[src/rtl/core/segtree_pkg.sv]
// ----------------------------------------------------------------------------
// segtree_pkg
// Shared widths, defaults and the command/status bundles that run between
// the segment tree controller and its datapath.
// ----------------------------------------------------------------------------
package segtree_pkg;

    // payload field widths
    localparam int IDX_W = 10;
    localparam int VAL_W = 32;

    // leaf count: default and upper limit of the supported range
    localparam int LEAVES_DEF = 1024;
    localparam int LEAVES_MAX = 1048576;

    // controller to datapath commands
    typedef struct packed {
        logic load;      // capture an accepted item
        logic clr_step;  // write zero at the clear pointer
        logic upd_leaf;  // write the leaf, fetch its sibling
        logic upd_up;    // write one ancestor sum, fetch the next sibling
        logic walk;      // one iteration of the range walk
        logic out_load;  // move the sum into the result register
    } ctrl_cmd_t;

    // datapath to controller status
    typedef struct packed {
        logic kind_query;  // item on the input port is a query
        logic upd_ok;      // update index lies inside the array
        logic qry_ok;      // query range is non-empty after saturation
        logic walk_more;   // range walk still has nodes to visit
        logic at_top;      // parent of the current node is the root
        logic clr_last;    // clear pointer sits on the last node
        logic out_free;    // result register can take a new sum
    } ctrl_stat_t;

endpackage

[src/rtl/core/segtree_ctrl.sv]
// ----------------------------------------------------------------------------
// segtree_ctrl
// Sequencer for the segment tree: clearing pass after reset, update walk
// from leaf to root, range walk for queries and result hand-off.
// ----------------------------------------------------------------------------
module segtree_ctrl (
    input  logic                    aclk,
    input  logic                    aresetn,
    input  logic                    s_valid,
    output logic                    s_ready,
    input  segtree_pkg::ctrl_stat_t stat,
    output segtree_pkg::ctrl_cmd_t  cmd
);

    typedef enum logic [2:0] {
        ST_CLEAR,
        ST_IDLE,
        ST_UPD_LEAF,
        ST_UPD_UP,
        ST_QRY_WALK,
        ST_QRY_OUT
    } state_t;

    state_t state_reg;
    state_t state_next;

    // next state
    always_comb begin
        state_next = state_reg;
        case (state_reg)
            ST_CLEAR: begin
                if (stat.clr_last) begin
                    state_next = ST_IDLE;
                end
            end
            ST_IDLE: begin
                if (s_valid) begin
                    if (stat.kind_query) begin
                        state_next = stat.qry_ok ? ST_QRY_WALK : ST_QRY_OUT;
                    end else if (stat.upd_ok) begin
                        state_next = ST_UPD_LEAF;
                    end
                end
            end
            ST_UPD_LEAF: begin
                state_next = ST_UPD_UP;
            end
            ST_UPD_UP: begin
                if (stat.at_top) begin
                    state_next = ST_IDLE;
                end
            end
            ST_QRY_WALK: begin
                if (!stat.walk_more) begin
                    state_next = ST_QRY_OUT;
                end
            end
            ST_QRY_OUT: begin
                if (stat.out_free) begin
                    state_next = ST_IDLE;
                end
            end
            default: begin
                state_next = ST_CLEAR;
            end
        endcase
    end

    // state register
    always_ff @(posedge aclk) begin
        if (!aresetn) begin
            state_reg <= ST_CLEAR;
        end else begin
            state_reg <= state_next;
        end
    end

    // command decode
    always_comb begin
        cmd          = '0;
        cmd.clr_step = (state_reg == ST_CLEAR);
        cmd.load     = (state_reg == ST_IDLE) && s_valid;
        cmd.upd_leaf = (state_reg == ST_UPD_LEAF);
        cmd.upd_up   = (state_reg == ST_UPD_UP);
        cmd.walk     = (state_reg == ST_QRY_WALK);
        cmd.out_load = (state_reg == ST_QRY_OUT) && stat.out_free;
    end

    assign s_ready = (state_reg == ST_IDLE);

endmodule

[config.mk]
export PLATFORM = sky130hd
export DESIGN_NAME = segtree_ctrl
export DESIGN_NICKNAME = d
export VERILOG_FILES = /design/src/rtl/core/segtree_pkg.sv /design/src/rtl/core/segtree_ctrl.sv
export SDC_FILE = /design/constraint.sdc
export NUM_CORES = 1
export LEC_CHECK = 0
export BUFFER_PORTS_ARGS = -buffer_cell sky130_fd_sc_hd__buf_2
export CORE_AREA = 4 4 41 43
export CTS_CLUSTER_SIZE = 14
export DETAILED_ROUTE_END_ITERATION = 12
export DIE_AREA = 0 0 45 47
export SYNTH_ARGS = -nofsm -noshare
export SYNTH_HDL_FRONTEND = slang
export SYNTH_SLANG_ARGS = --single-unit
[constraint.sdc]
create_clock -name aclk -period 1.2 [get_ports aclk]
set_clock_uncertainty 0.1 [all_clocks]
set_input_delay 0.12 -clock aclk [delete_from_list [all_inputs] [get_ports aclk]]
set_output_delay 0.12 -clock aclk [all_outputs]
set_load 0.005 [all_outputs]
Yosys cells after proc, flatten, opt, wreduce, memory -nomap -nowiden. Cells that the tools add are included.

Output and inout bits: 7. Register bits after elaboration: 3. Input bits: 10. Word-level logic and storage cells: 25.

Reduce and logical (&&, ||, !) cells: 4. Mux-type cells: 9. Equal/unequal tests: 11.

Operators with widths (number): 3-bit two-way mux (7); 3-bit one-hot mux with 6 select lines (1); 2-bit != test, second input constant (5); 3-bit by 2-bit == test with 1-bit output, second input constant (2); 3-bit == test, second input constant (2); 6-bit AND reduction (1); 3-bit by 1-bit == test with 1-bit output, second input constant (1); 3-bit logical NOT (1); 3-bit by 1-bit != test with 1-bit output, second input constant (1); 1-bit logical AND (2); 1-bit two-way mux (1).

Longest topological paths before layout.
Depth in word-level cells: 4. Gate-level depth with buffers: 5. Gate-level depth less buffers: 4.

Least setup slack after synthesis. OpenSTA, ideal clock, no wires.

Path type: register to register. From: register state_reg[2]. To: register state_reg[0]. Slack: -93 ps. Clock period less this slack: 1293 ps. Required time: 1028 ps. Stages on the path, launching flop included: 6. Arrival: 1122 ps. Library setup time: 72 ps. Path buffers: 1. Cell sequence: dfxtp_1 > buf_4 > nand2b_2 > or3b_4 > nand3_2 > mux2i_1.

Word-level cells in the longest chain between the ends: 3. Elaborated cells on any way between the ends: 14. Classes of those cells: 11 x eq/ne; 1 x mux; 2 x reduce/logical.

RTL lines: start: declaration (RTL line segtree_ctrl.sv:24) `state_t state_reg;`; start signal: assignment (RTL line segtree_ctrl.sv:74) `state_reg <= state_next;`; 3-bit by 1-bit == test with 1-bit output (tied with other cells) (RTL line segtree_ctrl.sv:30) `case (state_reg)`; 3-bit by 1-bit != test with 1-bit output (no source line) or 2-bit != test (tied branches); 6-bit AND reduction (no source line).

Parallel ways exist; a longest one is shown, timed or not. A chain may end at the register's enable or synchronous reset.

==> results.md <==
- The run finished, with violations left.
- The checks that failed: negative setup slack.
- TritonCTS built the clock tree.
- The cell depth of the worst hold path is 3.
- The count of different cell masters after synthesis is 25.
- The path category of the worst min-delay check is in -> reg.
- The share of synthesized area occupied by flip-flops and latches is 0.190.
- The basic-gate share of the synthesized area counting and, or, nand and nor cells is 0.456.
- The first routing iteration left 4 violations.
- The number of failing hold endpoints at the final stage is 0.
- For this run, the total global-route usage over all layers was measured as 0.114.
- Summing every instance area after synthesis gives about 320 um^2.
- The clock net in this run drives a total of 3 sinks.
- At the later pin of the worst-skew pair, clock insertion delay measures around 0.24 ns.
- The fraction of the mapped netlist area in compound gates came to 0.179.
- After clock tree synthesis, the clock-pin slew on the worst setup and hold paths is ~0.04 ns.
- Counting stages on the worst path, the most repeated cell is sky130_fd_sc_hd__buf_6.
- The yosys synthesis warning count is 0.
- In this run the clock root is driven by a sky130_fd_sc_hd__clkbuf_4.
- In this run the number of H-tree levels came out at 1.
- The number of buffers and inverters on the critical path is 2.
- In this run the remaining antenna-violating nets after routing total 0.
- The floorplan step defined a core boundary enclosing roughly 0.0013 mm^2.
- The die is around 47 um tall.
- The synthesized design contains 3 register bits.
- The arrival time reported for the critical path endpoint is 1.11 ns.
- In this run the static leakage power is between 0.3 and 0.4 nW.
- Once layout is complete, the cells apart from fillers number 89.
- Traced cell by cell, the critical path runs through buf_6, nor2b_4, and2_4, buf_6.
- After detailed routing, the number of vias per cell comes to 4.49.
- The worst reg2reg path depth is 4.
- The net switching power of the design is between 400 and 500 uW.
- After technology mapping, the gate count stands at 42.
- The register with the most flip-flops in the layout has 3 of them.
- The share of layout cells above drive strength 1 is 0.689.
- After detailed routing, the total wire length is 1000 um.
- The width of the die is 45 um.
- At the end of routability-driven placement, the weighted congestion stood at 0.737.
- For hold timing, the worst endpoint is state_reg[1]$_SDFFE_PN0P_.
- The combined area of the multi-input logic cells is 258 um^2.
- After routing, the total negative slack on setup checks comes to -0.717 ns.
- The floorplan step defined a die boundary enclosing approximately 0.0021 mm^2.
- The maximum number of buffers from clock root to sink is 2.
- Detailed routing inserted a total of 400 vias.
- The floorplan has 13 rows.
- The mean post-synth cell area is around 7.5 um^2.
- The wire length of the first global-routing pass is 1700 um.
- The final layout contains 85 nets.
- Of the total power, the clock network draws 0.167.
- When the netlist entered floorplanning its net count stood at 52.
- The switching power share of the total is 0.375.
- Across all setup checks in the final design, the least slack found is -0.134 ns.
- With fillers left out, the area of the finished cells amounts to 614 um^2.
- At the pin with the least slew margin, the transition time is around 0.20 ns.
- The delay contributed by the slowest stage of the critical path is around 0.36 ns.
- The final max-slew violation count is 0.
- The post-route total power is 1.12 mW.
- By area, the combinational part of the netlist is dominated by simple AND/OR/NAND/NOR gates.
- Across the whole layout, storage elements account for just under 70 um^2.
- The number of antenna violations at the first check in global routing was 0.
- In this run the critical register-to-register path is captured at state_reg[0]$_SDFFE_PN0P_.
- For this run, the top clock speed supported by timing is between 700 and 800 MHz.
- The final routed wire length divided by cell count is 11.3 um.
- Before antenna repair, the detailed router went through 3 iterations.
- After detailed placement, the design holds a cell count of 83.
- The worst path in the final design needs a cycle of 1.33 ns, including I/O delays and setup.
- At the placement stage, the worst setup path has a slack of -0.176 ns.
- 0 antenna diodes ended up in the layout.
- Setup violations remaining at the end of the flow were counted as 10.
- The startpoint of the lowest-slack hold path is aresetn.
- The slack of the worst reg-to-reg path is -0.12 ns.
- The design internal power is 698 uW.
- The proportion of power drawn by combinational gates is 0.644.
- For this configuration, the core starts out at a cell density of 0.242.
- The detailed placer's ending HPWL is 712 um.
- The leftover overflow at the end of global routing is 0.
- The power per unit of standard cell area is 1820 mW/mm^2.
- The worst setup path is launched from a flop.
- The kind of cell with the highest combined delay along the critical path is flip-flops.
- After detailed placement, the total cell area comes to 488 um^2.
- The worst setup path is captured at a primary output.
- The via count of the first global-routing pass is a little over 400.
- The I/O pin count is 17.
- Of the total synthesized cell area, the portion taken by full adders, half adders and majority gates is 0.
- The slowest stage cell on the critical path is sky130_fd_sc_hd__dfxtp_4.
- In this run the critical register-to-register path is launched from state_reg[1]$_SDFFE_PN0P_.
- Of the available clock period, the critical path in the final layout requires 1.11.
- The post-synthesis mux area share is 0.0635.
- The critical path data required time is a little under 1 ns.
- The worst-case IR drop observed on VDD is 0.802 mV.
- After filler insertion, the fill cell instance count of the layout stands at roughly 130.
- The relative area change from synthesis to final layout is 94.8%.
- Of the total synthesized cell area, the portion taken by XOR and XNOR cells is 0.
- Counting the buffers created by CTS gives 3.
- The pin count of the biggest net entering global routing is 8.
- The tool flagged a number of max-cap violations equal to 0.
- The worst slew margin relative to its limit is 0.864.
- The share of total power dissipated in sequential elements is 0.189.
- For this run, design rule violations remaining after detail routing come to 0.
- Setup repair after global routing could not meet its margin everywhere.
- The class of the most critical setup path is reg -> out.
- The highest net fanout along the worst path is 4.
- The count of buffers added on input and output ports is 16.
## power groups by stage
stage | registers (mW) | logic, mW | clock network, mW
after CTS | 0.206 | 0.695 | 0.195
after detailed placement | 0.183 | 0.606 | 0
after global routing | 0.218 | 0.793 | 0.204
after floorplan | 0.148 | 0.383 | 0
final | 0.211 | 0.719 | 0.187
after global placement | 0.186 | 0.600 | 0
## cells in the final DEF (no fill, tap or decap), drive strengths merged, types with 2 or more instances in the layout
cell    netlist  layout
dfxtp         3       3
mux2i         2       2
nor2          4       4
clkbuf        0       4
inv           3       3
buf           3      31
a21oi         2       2
o21ai         2       2
nor2b         3       3
nand2         5       5
nor3          4       4
## cell usage after synthesis
master,n,area share
sky130_fd_sc_hd__dfxtp_1,3,0.19
sky130_fd_sc_hd__o22ai_2,1,0.040
sky130_fd_sc_hd__or3_1,1,0.020
sky130_fd_sc_hd__and2_1,1,0.020
sky130_fd_sc_hd__nand2b_2,1,0.028
sky130_fd_sc_hd__o211ai_1,1,0.024
sky130_fd_sc_hd__buf_2,1,0.016
sky130_fd_sc_hd__nor2b_1,2,0.040
sky130_fd_sc_hd__nand3_2,1,0.032
sky130_fd_sc_hd__or3b_4,1,0.036
sky130_fd_sc_hd__o41ai_2,1,0.052
sky130_fd_sc_hd__nand2_1,5,0.060
sky130_fd_sc_hd__buf_6,1,0.036
sky130_fd_sc_hd__nor2_1,4,0.048
sky130_fd_sc_hd__nor3_1,4,0.063
sky130_fd_sc_hd__inv_1,3,0.036
sky130_fd_sc_hd__mux2i_1,2,0.063
sky130_fd_sc_hd__nor3b_1,1,0.024
sky130_fd_sc_hd__buf_4,1,0.024
sky130_fd_sc_hd__o21ai_0,1,0.016
sky130_fd_sc_hd__and3_1,1,0.020
sky130_fd_sc_hd__o21ai_1,1,0.016
sky130_fd_sc_hd__nor2b_4,1,0.044
sky130_fd_sc_hd__nand3b_1,1,0.024
sky130_fd_sc_hd__a21oi_1,2,0.032
## tightest hold or removal path, delay by kind of cell
kind | cells | cell delay [ns]
and+or+nand+nor | 1 | 0.09
AOI/OAI and AO/OA | 1 | 0.05
buffers and inverters | 1 | 0.11
## worst max-delay path by stage
stage	startpoint	to	slack, ns	cells past startpoint
final	state_reg[2]$_SDFFE_PN0P_	cmd[2]	-0.13	4
after global routing	state_reg[1]$_SDFFE_PN0P_	state_reg[1]$_SDFFE_PN0P_	-0.16	5
after CTS	state_reg[2]$_SDFFE_PN0P_	cmd[2]	-0.12	4
after detailed placement	state_reg[0]$_SDFFE_PN0P_	state_reg[0]$_SDFFE_PN0P_	-0.18	4
after global placement	state_reg[0]$_SDFFE_PN0P_	state_reg[0]$_SDFFE_PN0P_	-0.16	4
after floorplan	state_reg[0]$_SDFFE_PN0P_	state_reg[0]$_SDFFE_PN0P_	-0.08	5
## timing repair
action / 4_1_cts / 5_1_grt
setup buffers: 3 / 0
pin swaps: 8 / 0
hold buffers: 0 / 0
resized for setup: 20 / 5
endpoints found under the setup margin: 10 / 10
## area by class of cell
class | instances | share of cell area
multi-input cells | 33 | 0.420
repair buffers | 31 | 0.373
flip-flops and latches | 3 | 0.112
clock buffers | 4 | 0.0428
well taps | 15 | 0.0305
inverters | 3 | 0.0224
## metrics by stage
step,utilization,hold slack [ns]
after CTS,0.459,0.0518
after global placement,0.375,0.302
after global routing,0.472,0.0731
final,0.472,0.0575
after floorplan,-,0.168
after detailed placement,0.375,0.310
## cells by family (layout without fill, tap and decap cells)
logic type | Yosys count | count (layout)
AOI/OAI and AO/OA | 7 | 7
buffers and inverters | 6 | 38
DFF | 3 | 3
muxes | 2 | 2
and+or+nand+nor | 24 | 24
## layer usage
layer / wire [um] / vias to the layer above / global-route usage
met5: 0 / - / 0
met4: 12 / 0 / 0.0526
met2: 505 / 13 / 0.184
met1: 403 / 177 / 0.127
met3: 81 / 2 / 0.0575
li1: - / 208 / -
No activity file was read; power rests on OpenSTA's default activity.
